**src/hw/rtl/pacc_pkg.sv**
```systemverilog
// Shared types, widths and constants for the PI angle controller.
package pacc_pkg;

  // Field widths
  localparam int unsigned CNT_W      = 16;
  localparam int unsigned TIME_W     = 32;
  localparam int unsigned TGT_W      = 21;
  localparam int unsigned GAIN_W     = 16;
  localparam int unsigned TI_W       = 16;
  localparam int unsigned DRV_W      = 10;
  localparam int unsigned ANG_W      = 20;
  localparam int unsigned INTEG_W    = 48;

  // Angle scaling: 360 degrees in 1/256-degree units
  localparam int unsigned ANGLE_SCALE = 360 * 256;
  localparam int unsigned SCALE_W     = 17;
  localparam int unsigned ANG_DIV_W   = CNT_W + SCALE_W;

  // Datapath widths
  localparam int unsigned ERR_W       = TGT_W + 1;
  localparam int unsigned PE_W        = GAIN_W + ERR_W;
  localparam int unsigned MUL_BITS    = TIME_W;
  localparam int unsigned MUL_LEN_W   = $clog2(MUL_BITS + 1);
  localparam int unsigned MUL_ACC_W   = ERR_W + TIME_W;
  localparam int unsigned MUL_MC_W    = PE_W;
  localparam int unsigned SUM_W       = MUL_ACC_W + 1;
  localparam int unsigned INTEG_SHIFT = 8;
  localparam int unsigned NUM_W       = INTEG_W + INTEG_SHIFT + 1;
  localparam int unsigned DEN_SHIFT   = 16;
  localparam int unsigned QUO_W       = NUM_W - DEN_SHIFT;

  // Configuration port
  localparam int unsigned CFG_IDX_W  = 2;
  localparam int unsigned CFG_DATA_W = TGT_W;

  // Reset values and parameter defaults
  localparam int unsigned DEF_GAIN            = 256;
  localparam int unsigned DEF_TI              = 1000;
  localparam int unsigned DEF_COUNTS_PER_TURN = 9600;
  localparam int unsigned DEF_DRIVE_LIMIT     = 400;

  typedef enum logic [CFG_IDX_W-1:0] {
    CFG_TARGET_ANGLE  = 2'd0,
    CFG_PROP_GAIN     = 2'd1,
    CFG_INTEGRAL_TIME = 2'd2
  } cfg_reg_e;

  typedef enum logic [3:0] {
    ST_IDLE,
    ST_ANGLE,
    ST_IMUL_GO,
    ST_IMUL,
    ST_PMUL_GO,
    ST_PMUL,
    ST_TMUL_GO,
    ST_TMUL,
    ST_DIV_GO,
    ST_DIV,
    ST_FINISH
  } state_e;

  // Command to the serial multiplier
  typedef struct packed {
    logic                 start;
    logic [MUL_LEN_W-1:0] len;
  } mul_cmd_t;

endpackage

```
**src/hw/rtl/pacc_if.sv**
```systemverilog
// Request and result channel interfaces of the PI angle controller.
interface pacc_in_if import pacc_pkg::*; ();
  logic              valid;
  logic              ready;
  logic [CNT_W-1:0]  encoder_count;
  logic [TIME_W-1:0] time_ms;

  modport source (output valid, output encoder_count, output time_ms, input ready);
  modport sink   (input valid, input encoder_count, input time_ms, output ready);
endinterface

interface pacc_out_if import pacc_pkg::*; ();
  logic                    valid;
  logic                    ready;
  logic signed [DRV_W-1:0] drive;
  logic                    clamped;
  logic [ANG_W-1:0]        angle_now;

  modport source (output valid, output drive, output clamped, output angle_now,
                  input ready);
  modport sink   (input valid, input drive, input clamped, input angle_now,
                  output ready);
endinterface

```
**src/hw/rtl/pacc_sdiv.sv**
```systemverilog
// Bit-serial restoring divider: one quotient bit per cycle.
module pacc_sdiv
  import pacc_pkg::*;
#(
  parameter int unsigned N_W = QUO_W,
  parameter int unsigned D_W = TI_W
) (
  input  logic           clk_i,
  input  logic           rst_ni,
  input  logic           start_i,
  input  logic [N_W-1:0] dividend_i,
  input  logic [D_W-1:0] divisor_i,
  output logic           done_o,
  output logic [N_W-1:0] quo_o,
  output logic [D_W-1:0] rem_o
);

  localparam int unsigned CW = $clog2(N_W + 1);

  logic           busy_q, busy_d;
  logic           done_q, done_d;
  logic [CW-1:0]  cnt_q, cnt_d;
  logic [N_W-1:0] num_q;
  logic [N_W-1:0] quo_q;
  logic [D_W-1:0] rem_q;
  logic [D_W-1:0] div_q;
  logic [D_W:0]   trial;
  logic [D_W:0]   diff;
  logic           ge;

  assign trial = {rem_q, num_q[N_W-1]};
  assign ge    = trial >= {1'b0, div_q};
  assign diff  = trial - {1'b0, div_q};

  always_comb begin
    busy_d = busy_q;
    cnt_d  = cnt_q;
    done_d = 1'b0;
    if (start_i) begin
      busy_d = 1'b1;
      cnt_d  = CW'(N_W);
    end else if (busy_q) begin
      cnt_d = cnt_q - 1'b1;
      if (cnt_q == CW'(1)) begin
        busy_d = 1'b0;
        done_d = 1'b1;
      end
    end
  end

  always_ff @(posedge clk_i or negedge rst_ni) begin
    if (!rst_ni) begin
      busy_q <= 1'b0;
      done_q <= 1'b0;
      cnt_q  <= '0;
    end else begin
      busy_q <= busy_d;
      done_q <= done_d;
      cnt_q  <= cnt_d;
    end
  end

  // Shift in one dividend bit, subtract when it fits
  always_ff @(posedge clk_i) begin
    if (start_i) begin
      num_q <= dividend_i;
      div_q <= divisor_i;
      rem_q <= '0;
      quo_q <= '0;
    end else if (busy_q) begin
      num_q <= {num_q[N_W-2:0], 1'b0};
      rem_q <= ge ? diff[D_W-1:0] : trial[D_W-1:0];
      quo_q <= {quo_q[N_W-2:0], ge};
    end
  end

  assign done_o = done_q;
  assign quo_o  = quo_q;
  assign rem_o  = rem_q;

endmodule

```
**src/hw/rtl/pacc_smul.sv**
```systemverilog
// Bit-serial shift-add multiplier, multiplier bits taken MSB first.
module pacc_smul
  import pacc_pkg::*;
(
  input  logic                 clk_i,
  input  logic                 rst_ni,
  input  mul_cmd_t             cmd_i,
  input  logic [MUL_MC_W-1:0]  mcand_i,
  input  logic [MUL_BITS-1:0]  mplier_i,
  output logic                 done_o,
  output logic [MUL_ACC_W-1:0] prod_o
);

  logic                 busy_q, busy_d;
  logic                 done_q, done_d;
  logic [MUL_LEN_W-1:0] cnt_q, cnt_d;
  logic [MUL_MC_W-1:0]  mcand_q;
  logic [MUL_BITS-1:0]  bits_q;
  logic [MUL_ACC_W-1:0] acc_q;
  logic [MUL_ACC_W-1:0] mc_ext;

  assign mc_ext = {{(MUL_ACC_W-MUL_MC_W){mcand_q[MUL_MC_W-1]}}, mcand_q};

  always_comb begin
    busy_d = busy_q;
    cnt_d  = cnt_q;
    done_d = 1'b0;
    if (cmd_i.start) begin
      busy_d = 1'b1;
      cnt_d  = cmd_i.len;
    end else if (busy_q) begin
      cnt_d = cnt_q - 1'b1;
      if (cnt_q == MUL_LEN_W'(1)) begin
        busy_d = 1'b0;
        done_d = 1'b1;
      end
    end
  end

  always_ff @(posedge clk_i or negedge rst_ni) begin
    if (!rst_ni) begin
      busy_q <= 1'b0;
      done_q <= 1'b0;
      cnt_q  <= '0;
    end else begin
      busy_q <= busy_d;
      done_q <= done_d;
      cnt_q  <= cnt_d;
    end
  end

  // Double the partial product, add the multiplicand on a one bit
  always_ff @(posedge clk_i) begin
    if (cmd_i.start) begin
      mcand_q <= mcand_i;
      bits_q  <= mplier_i;
      acc_q   <= '0;
    end else if (busy_q) begin
      bits_q <= {bits_q[MUL_BITS-2:0], 1'b0};
      acc_q  <= {acc_q[MUL_ACC_W-2:0], 1'b0} + (bits_q[MUL_BITS-1] ? mc_ext : '0);
    end
  end

  assign done_o = done_q;
  assign prod_o = acc_q;

endmodule

```
**src/hw/rtl/pi_angle_controller_clamped_core.sv**
```systemverilog
// PI angle controller with clamped drive: sequencer, datapath and result register.
//
//  channel    | dir | handshake          | payload
//  -----------+-----+--------------------+-----------------------------------
//  sample_i   | in  | valid / ready      | encoder_count[15:0], time_ms[31:0]
//  result_o   | out | valid / ready      | drive[9:0] signed, clamped, angle_now[19:0]
//  cfg port   | in  | cfg_we_i (no wait) | cfg_index_i[1:0], cfg_wdata_i[20:0]
//
// From acceptance to a loaded result, a request runs the bit-serial units in turn:
// a 33-step angle divide, 32 + 16 + 16 shift-add multiply steps and a 41-step
// drive divide, with sequencing states between them.
// One request is in flight at a time; sample_i.ready is high only while idle.
// The result register lets the next request start while a result waits on result_o.
// A stalled result blocks only the final load; everything before it proceeds.
// Reset clears the sequencer, the timestamp, the integral, the windup mark and
// loads the register defaults (target 0, gain 1.0, integral time 1000 ms).
module pi_angle_controller_clamped_core
  import pacc_pkg::*;
#(
  parameter int unsigned COUNTS_PER_TURN = DEF_COUNTS_PER_TURN,
  parameter int unsigned DRIVE_LIMIT     = DEF_DRIVE_LIMIT
) (
  input  logic                  clk_i,
  input  logic                  rst_ni,
  pacc_in_if.sink               sample_i,
  pacc_out_if.source            result_o,
  input  logic                  cfg_we_i,
  input  logic [CFG_IDX_W-1:0]  cfg_index_i,
  input  logic [CFG_DATA_W-1:0] cfg_wdata_i
);

  localparam int unsigned CPT_W = $clog2(COUNTS_PER_TURN + 1);

  localparam logic [ANG_W-1:0] ANGLE_MAX = '1;

  // Configuration registers
  logic [TGT_W-1:0]  target_q;
  logic [GAIN_W-1:0] gain_q;
  logic [TI_W-1:0]   ti_q;
  logic [TI_W-1:0]   ti_eff;

  // Controller state
  logic [TIME_W-1:0]  last_time_q;
  logic [INTEG_W-1:0] integ_q;
  logic               windup_q, windup_d;

  // Sequencer
  state_e state_q, state_d;

  // Per-request working registers
  logic [TIME_W-1:0] elapsed_q;
  logic [ANG_W-1:0]  angle_q;
  logic [ERR_W-1:0]  err_q;
  logic [PE_W-1:0]   pe_q;
  logic              num_neg_q;
  logic [NUM_W-1:0]  num_mag_q;

  // Result register
  logic                    out_valid_q, out_valid_d;
  logic [DRV_W-1:0]        out_drive_q;
  logic                    out_clamped_q;
  logic [ANG_W-1:0]        out_angle_q;

  // Unit handshakes
  logic                 accept;
  logic                 ang_start;
  logic                 ang_done;
  logic [ANG_DIV_W-1:0] ang_dividend;
  logic [ANG_DIV_W-1:0] ang_quo;
  logic [CPT_W-1:0]     ang_rem;
  logic [ANG_W-1:0]     ang_sat;
  logic [ERR_W-1:0]     err_d;

  mul_cmd_t             mul_cmd;
  logic [MUL_MC_W-1:0]  mul_mcand;
  logic [MUL_BITS-1:0]  mul_mplier;
  logic                 mul_done;
  logic [MUL_ACC_W-1:0] mul_prod;

  logic                 drv_start;
  logic                 drv_done;
  logic [QUO_W-1:0]     drv_quo;
  logic [TI_W-1:0]      drv_rem;

  logic [SUM_W-1:0]     sum;
  logic [SUM_W-INTEG_W:0] sum_hi;
  logic [INTEG_W-1:0]   integ_sat;
  logic [NUM_W-1:0]     num;

  logic [QUO_W-1:0]     lim_q;
  logic                 rem_nz;
  logic                 at_lim;
  logic                 over;
  logic [DRV_W-1:0]     mag;
  logic [DRV_W-1:0]     drive_d;
  logic                 out_load;

  assign ti_eff = (ti_q == '0) ? TI_W'(1) : ti_q;

  //--------------------------------------------------------------------------
  // Configuration writes; indexes beyond the list are dropped
  //--------------------------------------------------------------------------
  always_ff @(posedge clk_i or negedge rst_ni) begin
    if (!rst_ni) begin
      target_q <= '0;
      gain_q   <= GAIN_W'(DEF_GAIN);
      ti_q     <= TI_W'(DEF_TI);
    end else if (cfg_we_i) begin
      unique case (cfg_index_i)
        CFG_TARGET_ANGLE:  target_q <= cfg_wdata_i[TGT_W-1:0];
        CFG_PROP_GAIN:     gain_q   <= cfg_wdata_i[GAIN_W-1:0];
        CFG_INTEGRAL_TIME: ti_q     <= cfg_wdata_i[TI_W-1:0];
        default: ;
      endcase
    end
  end

  //--------------------------------------------------------------------------
  // Angle: count * 360 * 256 / COUNTS_PER_TURN, bit-serial divide
  //--------------------------------------------------------------------------
  assign ang_dividend = ANG_DIV_W'(sample_i.encoder_count) * ANG_DIV_W'(ANGLE_SCALE);

  pacc_sdiv #(
    .N_W (ANG_DIV_W),
    .D_W (CPT_W)
  ) u_ang_div (
    .clk_i      (clk_i),
    .rst_ni     (rst_ni),
    .start_i    (ang_start),
    .dividend_i (ang_dividend),
    .divisor_i  (CPT_W'(COUNTS_PER_TURN)),
    .done_o     (ang_done),
    .quo_o      (ang_quo),
    .rem_o      (ang_rem)
  );

  // Saturate the angle to its field; the remainder is not needed
  assign ang_sat = (ang_quo > ANG_DIV_W'(ANGLE_MAX)) ? ANGLE_MAX : ang_quo[ANG_W-1:0];
  assign err_d   = {target_q[TGT_W-1], target_q} -
                   {{(ERR_W-ANG_W){1'b0}}, ang_sat};

  //--------------------------------------------------------------------------
  // Shared serial multiplier: err*elapsed, gain*err, then (gain*err)*Ti
  //--------------------------------------------------------------------------
  pacc_smul u_mul (
    .clk_i    (clk_i),
    .rst_ni   (rst_ni),
    .cmd_i    (mul_cmd),
    .mcand_i  (mul_mcand),
    .mplier_i (mul_mplier),
    .done_o   (mul_done),
    .prod_o   (mul_prod)
  );

  always_comb begin
    mul_mcand  = {{(MUL_MC_W-ERR_W){err_q[ERR_W-1]}}, err_q};
    mul_mplier = elapsed_q;
    case (state_q)
      ST_PMUL_GO: mul_mplier = {gain_q, {(MUL_BITS-GAIN_W){1'b0}}};
      ST_TMUL_GO: begin
        mul_mcand  = pe_q;
        mul_mplier = {ti_eff, {(MUL_BITS-TI_W){1'b0}}};
      end
      default: ;
    endcase
  end

  // Integral update with saturation at the signed 48-bit bounds
  assign sum = {{(SUM_W-INTEG_W){integ_q[INTEG_W-1]}}, integ_q} +
               {{(SUM_W-MUL_ACC_W){mul_prod[MUL_ACC_W-1]}}, mul_prod};
  assign sum_hi = sum[SUM_W-1:INTEG_W-1];

  always_comb begin
    integ_sat = sum[INTEG_W-1:0];
    if ((sum_hi != '0) && (sum_hi != '1)) begin
      integ_sat = {sum[SUM_W-1], {(INTEG_W-1){~sum[SUM_W-1]}}};
    end
  end

  // Numerator over a denominator of 65536*Ti: gain*err*Ti + integral*256
  assign num = {{(NUM_W-MUL_ACC_W){mul_prod[MUL_ACC_W-1]}}, mul_prod} +
               {{(NUM_W-INTEG_W-INTEG_SHIFT){integ_q[INTEG_W-1]}}, integ_q,
                {INTEG_SHIFT{1'b0}}};

  //--------------------------------------------------------------------------
  // Drive: |num| / 65536 / Ti, the low 16 bits dropped first
  //--------------------------------------------------------------------------
  pacc_sdiv #(
    .N_W (QUO_W),
    .D_W (TI_W)
  ) u_drv_div (
    .clk_i      (clk_i),
    .rst_ni     (rst_ni),
    .start_i    (drv_start),
    .dividend_i (num_mag_q[NUM_W-1:DEN_SHIFT]),
    .divisor_i  (ti_eff),
    .done_o     (drv_done),
    .quo_o      (drv_quo),
    .rem_o      (drv_rem)
  );

  assign lim_q   = QUO_W'(DRIVE_LIMIT);
  assign rem_nz  = (drv_rem != '0) || (num_mag_q[DEN_SHIFT-1:0] != '0);
  assign at_lim  = drv_quo == lim_q;
  // Beyond the limit: larger quotient, or equal quotient with a fraction left
  assign over    = (drv_quo > lim_q) || (at_lim && rem_nz);
  assign mag     = over ? DRV_W'(DRIVE_LIMIT) : drv_quo[DRV_W-1:0];
  assign drive_d = num_neg_q ? (DRV_W'(0) - mag) : mag;

  // Windup mark: set beyond the limit, hold exactly at it, clear inside
  always_comb begin
    windup_d = windup_q;
    if (out_load) begin
      if (over) begin
        windup_d = 1'b1;
      end else if (!at_lim) begin
        windup_d = 1'b0;
      end
    end
  end

  //--------------------------------------------------------------------------
  // Sequencer
  //--------------------------------------------------------------------------
  always_comb begin
    state_d       = state_q;
    accept        = 1'b0;
    ang_start     = 1'b0;
    drv_start     = 1'b0;
    mul_cmd.start = 1'b0;
    mul_cmd.len   = MUL_LEN_W'(TIME_W);
    out_load      = 1'b0;
    unique case (state_q)
      ST_IDLE: begin
        accept    = sample_i.valid;
        ang_start = sample_i.valid;
        if (sample_i.valid) state_d = ST_ANGLE;
      end
      ST_ANGLE: begin
        if (ang_done) state_d = ST_IMUL_GO;
      end
      ST_IMUL_GO: begin
        mul_cmd.start = 1'b1;
        state_d       = ST_IMUL;
      end
      ST_IMUL: begin
        if (mul_done) state_d = ST_PMUL_GO;
      end
      ST_PMUL_GO: begin
        mul_cmd.start = 1'b1;
        mul_cmd.len   = MUL_LEN_W'(GAIN_W);
        state_d       = ST_PMUL;
      end
      ST_PMUL: begin
        if (mul_done) state_d = ST_TMUL_GO;
      end
      ST_TMUL_GO: begin
        mul_cmd.start = 1'b1;
        mul_cmd.len   = MUL_LEN_W'(TI_W);
        state_d       = ST_TMUL;
      end
      ST_TMUL: begin
        if (mul_done) state_d = ST_DIV_GO;
      end
      ST_DIV_GO: begin
        drv_start = 1'b1;
        state_d   = ST_DIV;
      end
      ST_DIV: begin
        if (drv_done) state_d = ST_FINISH;
      end
      ST_FINISH: begin
        // Hold until the result register is free
        if (!out_valid_q || result_o.ready) begin
          out_load = 1'b1;
          state_d  = ST_IDLE;
        end
      end
      default: state_d = ST_IDLE;
    endcase
  end

  always_ff @(posedge clk_i or negedge rst_ni) begin
    if (!rst_ni) begin
      state_q <= ST_IDLE;
    end else begin
      state_q <= state_d;
    end
  end

  //--------------------------------------------------------------------------
  // Controller state
  //--------------------------------------------------------------------------
  always_ff @(posedge clk_i or negedge rst_ni) begin
    if (!rst_ni) begin
      last_time_q <= '0;
      integ_q     <= '0;
      windup_q    <= 1'b0;
    end else begin
      windup_q <= windup_d;
      if (accept) last_time_q <= sample_i.time_ms;
      if ((state_q == ST_IMUL) && mul_done) integ_q <= integ_sat;
    end
  end

  // Working registers
  always_ff @(posedge clk_i) begin
    if (accept) elapsed_q <= sample_i.time_ms - last_time_q;
    if ((state_q == ST_ANGLE) && ang_done) begin
      angle_q <= ang_sat;
      err_q   <= err_d;
    end
    if ((state_q == ST_PMUL) && mul_done) pe_q <= mul_prod[PE_W-1:0];
    if ((state_q == ST_TMUL) && mul_done) begin
      num_neg_q <= num[NUM_W-1];
      num_mag_q <= num[NUM_W-1] ? (NUM_W'(0) - num) : num;
    end
  end

  //--------------------------------------------------------------------------
  // Result register
  //--------------------------------------------------------------------------
  always_comb begin
    out_valid_d = out_valid_q;
    if (out_load) begin
      out_valid_d = 1'b1;
    end else if (result_o.ready) begin
      out_valid_d = 1'b0;
    end
  end

  always_ff @(posedge clk_i or negedge rst_ni) begin
    if (!rst_ni) begin
      out_valid_q <= 1'b0;
    end else begin
      out_valid_q <= out_valid_d;
    end
  end

  always_ff @(posedge clk_i) begin
    if (out_load) begin
      out_drive_q   <= drive_d;
      out_clamped_q <= over;
      out_angle_q   <= angle_q;
    end
  end

  assign sample_i.ready     = state_q == ST_IDLE;
  assign result_o.valid     = out_valid_q;
  assign result_o.drive     = out_drive_q;
  assign result_o.clamped   = out_clamped_q;
  assign result_o.angle_now = out_angle_q;

`ifndef NO_ASSERTIONS
  // An accepted request always launches the angle divide
  a_accept_starts: assert property (@(posedge clk_i) disable iff (!rst_ni)
    sample_i.valid && sample_i.ready |=> state_q == ST_ANGLE)
    else $error("accepted request did not start the angle divide");

  // A new result never overwrites one still waiting
  a_no_overwrite: assert property (@(posedge clk_i) disable iff (!rst_ni)
    out_load |-> !result_o.valid || result_o.ready)
    else $error("result register overwritten while pending");

  // A clamped result carries exactly the limit
  a_clamp_value: assert property (@(posedge clk_i) disable iff (!rst_ni)
    result_o.valid && result_o.clamped |->
      (result_o.drive == DRV_W'(DRIVE_LIMIT)) ||
      (result_o.drive == (DRV_W'(0) - DRV_W'(DRIVE_LIMIT))))
    else $error("clamped drive differs from the limit");

  // Clamping marks windup
  a_windup_mark: assert property (@(posedge clk_i) disable iff (!rst_ni)
    out_load && over |=> windup_q)
    else $error("windup mark not set after clamping");
`endif

endmodule

```
**src/flat_wrapper.sv**
```systemverilog
// flat-port wrapper written by rule: the top's interface ports become plain ports
module pi_angle_controller_clamped_core_flat import pacc_pkg::*;
#(
  parameter int unsigned COUNTS_PER_TURN = DEF_COUNTS_PER_TURN,
  parameter int unsigned DRIVE_LIMIT     = DEF_DRIVE_LIMIT
)
  (clk_i, rst_ni, cfg_we_i, cfg_index_i, cfg_wdata_i, sample_i_valid, sample_i_encoder_count, sample_i_time_ms, sample_i_ready, result_o_valid, result_o_drive, result_o_clamped, result_o_angle_now, result_o_ready);
  pacc_in_if sample_i_i ();
  pacc_out_if result_o_i ();
  input  logic clk_i;
  input  logic rst_ni;
  input  logic cfg_we_i;
  input  logic [CFG_IDX_W-1:0] cfg_index_i;
  input  logic [CFG_DATA_W-1:0] cfg_wdata_i;
  input wire logic [$bits(sample_i_i.valid)-1:0] sample_i_valid;
  input wire logic [$bits(sample_i_i.encoder_count)-1:0] sample_i_encoder_count;
  input wire logic [$bits(sample_i_i.time_ms)-1:0] sample_i_time_ms;
  output wire logic [$bits(sample_i_i.ready)-1:0] sample_i_ready;
  output wire logic [$bits(result_o_i.valid)-1:0] result_o_valid;
  output wire logic [$bits(result_o_i.drive)-1:0] result_o_drive;
  output wire logic [$bits(result_o_i.clamped)-1:0] result_o_clamped;
  output wire logic [$bits(result_o_i.angle_now)-1:0] result_o_angle_now;
  input wire logic [$bits(result_o_i.ready)-1:0] result_o_ready;
  assign sample_i_i.valid = sample_i_valid;
  assign sample_i_i.encoder_count = sample_i_encoder_count;
  assign sample_i_i.time_ms = sample_i_time_ms;
  assign sample_i_ready = sample_i_i.ready;
  assign result_o_valid = result_o_i.valid;
  assign result_o_drive = result_o_i.drive;
  assign result_o_clamped = result_o_i.clamped;
  assign result_o_angle_now = result_o_i.angle_now;
  assign result_o_i.ready = result_o_ready;
  pi_angle_controller_clamped_core #(.COUNTS_PER_TURN(COUNTS_PER_TURN), .DRIVE_LIMIT(DRIVE_LIMIT)) u_core (.clk_i(clk_i), .rst_ni(rst_ni), .sample_i(sample_i_i), .result_o(result_o_i), .cfg_we_i(cfg_we_i), .cfg_index_i(cfg_index_i), .cfg_wdata_i(cfg_wdata_i));
endmodule
```
**config.mk**
```make
export PLATFORM = sky130hd
export DESIGN_NAME = pi_angle_controller_clamped_core_flat
export DESIGN_NICKNAME = d
export VERILOG_FILES = /design/src/hw/rtl/pacc_pkg.sv /design/src/hw/rtl/pacc_if.sv /design/src/hw/rtl/pacc_sdiv.sv /design/src/hw/rtl/pacc_smul.sv /design/src/hw/rtl/pi_angle_controller_clamped_core.sv /design/src/flat_wrapper.sv
export SDC_FILE = /design/constraint.sdc
export NUM_CORES = 2
export LEC_CHECK = 0
export CAP_MARGIN = 40
export CORE_ASPECT_RATIO = 1.1
export CORE_MARGIN = 1
export CORE_UTILIZATION = 60
export CTS_CLUSTER_DIAMETER = 120
export DETAILED_ROUTE_END_ITERATION = 8
export DONT_BUFFER_PORTS = 1
export PLACE_DENSITY = 0.81
export SYNTH_ARGS = -nofsm -noshare
export SYNTH_HDL_FRONTEND = slang
export SYNTH_SLANG_ARGS = --single-unit
```
**constraint.sdc**
```tcl
create_clock -name clk_i -period 6.43 [get_ports clk_i]
set_clock_uncertainty 0.15 [all_clocks]
set_input_delay 1.929 -clock clk_i [delete_from_list [all_inputs] [get_ports clk_i]]
set_output_delay 1.929 -clock clk_i [all_outputs]
set_load 0.1 [all_outputs]
```
== Word level (Yosys, flattened, before mapping) ==
Index checks and enable logic that the tools add are counted.

* Register bits after elaboration: 670
* Latch bits: 0
* Bits in writable memories: 0
* ROM bits: 0
* Output and inout bits: 33
* Word-level logic and storage cells: 161
* Memories kept: 0

* Add/subtract/negate cells: 12
* Multipliers: 1
* Div/mod/pow operators: 0
* Magnitude comparators: 4
* Equality and inequality tests: 24
* Shifts and indexed selects: 0
* Mux-type cells: 57
* Bitwise logic cells: 1
* Reductions and logical operators: 26

{| class="wikitable"
|+ Operators with widths
! operator !! number
|-
| $mux W41 || 2
|-
| $mux W33 || 2
|-
| $mux W32 || 2
|-
| $pmux W32 S2 || 1
|-
| $add A54 B56 Y57 || 1
|-
| $sub A1 B57 Y57 const A || 1
|-
| $mux W56 || 1
|-
| $add A48 B54 Y55 || 1
|-
| $add A54 B54 Y54 || 1
|-
| $mux W54 || 1
|-
| $mux W48 || 1
|-
| $pmux W4 S11 || 1
|-
| $mux W6 || 7
|-
| $eq A41 B9 Y1 const B || 1
|-
| $gt A41 B9 Y1 const B || 1
|-
| $mux W38 || 1
|-
| $gt A33 B20 Y1 const B || 1
|-
| $mux W16 || 2
|-
| $reduce_bool A16 Y1 || 2
|-
| $sub A32 B32 Y32 || 1
|-
| $mux W4 || 7
|-
| $mux W1 || 25
|-
| $mul A16 B6 Y22 const B || 1
|-
| $sub A21 B21 Y22 || 1
|-
| 32 further kinds || 60
|}

== Longest topological paths before layout ==
* Depth after elaboration: 7
* Depth in mapped cells: 20
* Mapped depth without buffers: 20

== By module ==
A second synthesis with hierarchy kept.

* Cell total of the unflattened synthesis: 4352
* Area total of the unflattened synthesis: 43530.5 µm²

{| class="wikitable"
|+ By module, submodules not included
! module !! instances !! cells an instance !! area an instance (µm²) !! seq. area each (µm²)
|-
| pi_angle_controller_clamped_core || 1 || 2579 || 24920.2 || 9497.9
|-
| pacc_smul || 1 || 874 || 8124.0 || 3383.2
|-
| pacc_sdiv at u_core.u_drv_div || 1 || 494 || 5751.8 || 3052.9
|-
| pacc_sdiv at u_core.u_ang_div || 1 || 405 || 4734.5 || 2552.4
|}

== Worst setup path before layout ==
Ideal clock, no wire load.

* Path kind: reg2reg
* Start point: register u_core.state_q[3]
* End point: register u_core.elapsed_q[0], enable pin
* Setup time: 0.409 ns
* Arrival: 5.524 ns
* Setup slack: 0.347 ns
* Stages on the path, launching flop included: 8
* Buffers on the path: 4
* Period minus slack after synthesis: 6.083 ns
* Cells stage by stage: dfrtp_1 clkbuf_1 nor4_1 nand2_1 clkbuf_1 inv_1 clkbuf_1 clkbuf_1

* Cells in the longest elaborated chain, start to end: 2

{| class="wikitable"
|+ RTL lines
! item !! line !! text
|-
| start: declaration || pi_angle_controller_clamped_core.sv:48 || <nowiki>state_e state_q, state_d;</nowiki>
|-
| start signal: assignment || pi_angle_controller_clamped_core.sv:287 || <nowiki>state_q <= state_d;</nowiki>
|-
| $logic_not A4 Y1 || n/a ||
|-
| via sample_i_ready || flat_wrapper.sv:18 || <nowiki>output wire logic [$bits(sample_i_i.ready)-1:0] sample_i_ready;</nowiki>
|-
| $mux W1 || pi_angle_controller_clamped_core.sv:233 || <nowiki>unique case (state_q)</nowiki>
|-
| via u_core.accept || pi_angle_controller_clamped_core.sv:65 || <nowiki>logic accept;</nowiki>
|-
| end signal: assignment || pi_angle_controller_clamped_core.sv:308 || <nowiki>if (accept) elapsed_q <= sample_i.time_ms - last_time_q;</nowiki>
|-
| end: declaration || pi_angle_controller_clamped_core.sv:51 || <nowiki>logic [TIME_W-1:0] elapsed_q;</nowiki>
|}

The timed path passes the listed nets, and every way through them passes these cells.
A chain may end at the register's enable or synchronous reset.

== Worst setup path after layout ==
* Start point: input port sample_i_encoder_count[4]
* End point: register u_core.u_ang_div.num_q[31] (data pin)

* Cells in the longest elaborated chain, start to end: 2

{| class="wikitable"
|+ RTL lines
! item !! line !! text
|-
| start: declaration || flat_wrapper.sv:16 || <nowiki>input wire logic [$bits(sample_i_i.encoder_count)-1:0] sample_i_encoder_count;</nowiki>
|-
| $mul A16 B6 Y22 || pi_angle_controller_clamped_core.sv:121 || <nowiki>assign ang_dividend = ANG_DIV_W'(sample_i.encoder_count) * ANG_DIV_W'(ANGLE_SCALE);</nowiki>
|-
| $mux W33 || pacc_sdiv.sv:65 || <nowiki>if (start_i) begin</nowiki>
|-
| end signal: assignment || pacc_sdiv.sv:66 || <nowiki>num_q <= dividend_i;</nowiki>
|-
| end signal: assignment || pacc_sdiv.sv:71 || <nowiki>num_q <= {num_q[N_W-2:0], 1'b0};</nowiki>
|-
| end: declaration || pacc_sdiv.sv:23 || <nowiki>logic [N_W-1:0] num_q;</nowiki>
|}

No other way between the ends.

==> metrics.cfg <==
[setup_path]
worst_setup_path_start_kind = primary input
worst-r2r-setup-slack_ns = 0.97
arrival_time_of_the_worst_setup_path_ns = 5.85
worst_setup_path_end_kind = flip-flop
reg2regPathDepth = 14
reg2reg_from = u_core.u_mul.prod_o[8]
critical_path_required_ns = 6.64
critical_path.reg2reg.endpoint = u_core.num_mag_q[56]
critPathKind = in2reg
crit_fanout = 3

[synthesis]
mappedNetlistArea_um2 = 39970
yosys.cell_types.count = 94
syn_nets = 4395
syn_inst = 4021
synthesis.yosys.warnings = 0
synthFlopType = edfxtp_1
ys_top_cells_by_area = edfxtp_1 (26%), dfrtp_1 (9.7%), ha_1 (8.3%), dfxtp_1 (7.9%), xnor2_1 (4.0%)
post-synth-top-area-cell = edfxtp_1
async_flop_share_pct = 24.18
syn_area_per_cell_um2 = 9.940
synth-edff-count = 350
synth.top_cell.area_share_pct = 26.30
synth-seq-area-share_pct = 44.37
yosys.cell_count.top_type = nand2_1
post_synth_most_frequent_cells = nand2_1 (407), edfxtp_1 (350), nor2_1 (315)
synth.ff_latch_count = 670

[placed_design]
port-buffer-count = 0
post_dp_cell_area_um2 = 41770
dp.final_hpwl_mm = 69.70
routabilityCongestion = 0.9304

[pwr]
power.ir.vdd_worst_v = 0.0002956
static-leakage-power_nw = 19.22
p_total_mw = 14.17
pwr_density_cell_nw_per_um2 = 320.4

[floorplanning]
die_extent_in_y_um = 272.7
floorplan.rows = 98
initial_utilization_pct = 61.04
core_area_um2 = 65480
ios = 109
floorplan.die.width_um = 248.1
design.die.area_um2 = 67650

[sta]
final.setup.tns_ns = 0
max_slew.worst_pin.slew_ns = 0.9296
report.final.hold_viol_count = 0
final.min_clock_period_ns = 5.645
final_min_period_over_clock_period_pct = 87.80
clock.fmax_mhz = 177.1
max-slew-margin-rel_pct = 37.84
setup_violating_endpoint_count_in_the_final_report = 0
slew_viol_final = 0
holdWs_ns = 0.2686
rsz0062_at_grt = false

[drt]
detailedRoute.firstIterationViolations = 2429
ant_nets = 0
drt_drc_violations_left = 0
detailroute.via_count = 30320
detail_route.first_pass.iterations = 7
routed_wirelength_mm = 97.09
avgViaCountPerCell = 6.184
drt-wirelength-per-cell_um = 19.80

[clock_network]
clock_tree.htree_level_count = 3
clock_tree.buffer_depth = 3
cts_hold_repair.buffers = 0
cts_sinks = 670
tritoncts = built
cts-buffers-inserted = 70
clk_root_buffer_cell = clkbuf_16
post-cts-setup-buffers = 0
insertion_delay_ns = 0.64
worst_setup_hold_path_clk_slew_ns = 0.06
ctsResizeCount = 0

[worst_hold_path]
depth_of_the_worst_hold_timing_path = 0
min_from = u_core.angle_q[9]
worst_hold_path.endpoint = u_core.result_o.angle_now[9]
min-delay-path-class = reg2reg

[grt]
globalRouteOverflowTotal = 0
grt_max_degree = 163
first_global_vias = 29950
first_pass_grt_wire_length_mm = 154.5
grt_antenna_before_repair = 8
grt.total_usage_pct = 28.61

[final_layout]
storage_element_area_um2 = 17740
drive_gt1_share_pct = 8.154
stdcell_area_um2 = 44240
final_nets = 4363
number_of_fill_cells_in_the_layout = 4824
area_used_by_multi_input_combinational_logic_um2 = 20780
syn_to_final_growth_pct = 10.69

[outcome]
status = finished, final reports clean

[job]
maxcap_viol_count = 0

power by group:
part / internal [mW] / total, mW / leakage [nW] / switching (mW)
combinational: 1.72 / 4.10 / 11.4 / 2.37
clock: 2.48 / 4.28 / 1.20 / 1.80
sequential: 5.29 / 5.80 / 6.59 / 0.507
total: 9.50 / 14.2 / 19.2 / 4.68
critical path: stages:
cell and delay [ns]:
ha_1 0.32, inv_1 0.08, fa_1 0.53, inv_1 0.05, fa_1 0.45, ha_1 0.34, nor2b_1 0.14, o21ai_0 0.19
a21boi_0 0.14, o21ai_0 0.17, nand2b_1 0.11, a21o_1 0.18, a21o_1 0.21, a311oi_1 0.28, buf_4 0.17, o311ai_0 0.13
a21oi_1 0.20, xor2_1 0.14, o21ai_0 0.08
per-layer routing:
layer  wire [um]  global-route usage, %  vias up
li1            -                      -    14540
met1       40160                  35.11    14640
met2       47620                  49.18      874
met3        5354                  4.733      258
met4        3896                  12.82        8
met5          49                      0        -
logic make-up after synthesis:
logic type	count (synthesis)	share of synthesized area, %
AO/OA/AOI/OAI	1002	16.67
multiplexers	208	5.447
flip-flops	670	44.37
adder cells (fa/ha/maj)	299	9.955
AND/OR/NAND/NOR	1157	13.64
XOR/XNOR	277	6.070
buffers and inverters	408	3.844
registers in the layout, indices dropped and copies added, names as in the netlist, 21 cells and up:
name / cells
u_core.u_mul.bits_q: 32
u_core.u_drv_div.num_q: 41
u_core.u_ang_div.quo_o: 33
u_core.u_mul.prod_o: 54
u_core.u_mul.mcand_q: 38
u_core.integ_q: 48
u_core.num_mag_q: 57
u_core.err_q: 22
u_core.target_q: 21
u_core.u_drv_div.quo_o: 41
u_core.last_time_q: 32
u_core.elapsed_q: 32
u_core.u_ang_div.num_q: 22
u_core.pe_q: 38
layout make-up:
type | count | share of cell area, %
Multi-Input combinational cell | 2943 | 46.98
Sequential cell | 670 | 40.10
Clock buffer | 101 | 4.667
Timing Repair Buffer | 72 | 2.955
Tap cell | 850 | 2.404
Inverter | 232 | 1.980
Clock inverter | 29 | 0.8739
Antenna cell | 7 | 0.03960
through the flow:
| stage | cells | utilization, % | setup slack, ns |
|---|---|---|---|
| after global placement | 4725 | 62.19 | 0.1633 |
| after floorplan | 4021 | - | 0.3474 |
| after detailed placement | 4767 | 63.79 | 0.1617 |
| final | 4904 | 67.56 | 0.7847 |
| after CTS | 4897 | 67.54 | 0.7917 |
| after global routing | 4902 | 67.56 | 0.3718 |
how the worst max path moves through the flow:
stage / from / to / slack, ns / cells past startpoint
after CTS: sample_i_encoder_count[4] / u_core.u_ang_div.num_q[31] / 0.79 / 19
after global routing: sample_i_encoder_count[4] / u_core.u_ang_div.num_q[31] / 0.37 / 19
after global placement: sample_i_encoder_count[4] / u_core.u_ang_div.num_q[31] / 0.16 / 19
after floorplan: u_core.state_q[3] / u_core.elapsed_q[0] / 0.35 / 7
after detailed placement: sample_i_encoder_count[4] / u_core.u_ang_div.num_q[31] / 0.16 / 19
final: sample_i_encoder_count[4] / u_core.u_ang_div.num_q[31] / 0.78 / 19
placed cells by master, fill, tap and decap left out, types with 39 or more instances in the layout:
cell | netlist | final
and2_1 | 53 | 53
nand2_1 | 407 | 407
nand4_1 | 53 | 53
mux2_2 | 76 | 76
nor3_1 | 57 | 56
clkbuf_16 | 0 | 75
xnor2_1 | 182 | 182
nor2_1 | 315 | 311
dfxtp_1 | 158 | 158
dfrtp_1 | 155 | 152
a21oi_1 | 276 | 275
a221o_1 | 58 | 58
inv_1 | 231 | 229
o21ai_0 | 203 | 203
a21o_1 | 122 | 122
ha_1 | 266 | 266
nand3_1 | 39 | 39
edfxtp_1 | 350 | 350
mux2i_1 | 132 | 132
xor2_1 | 95 | 95
nand2b_1 | 47 | 46
Note: power is estimated with default switching activity, not from simulation.
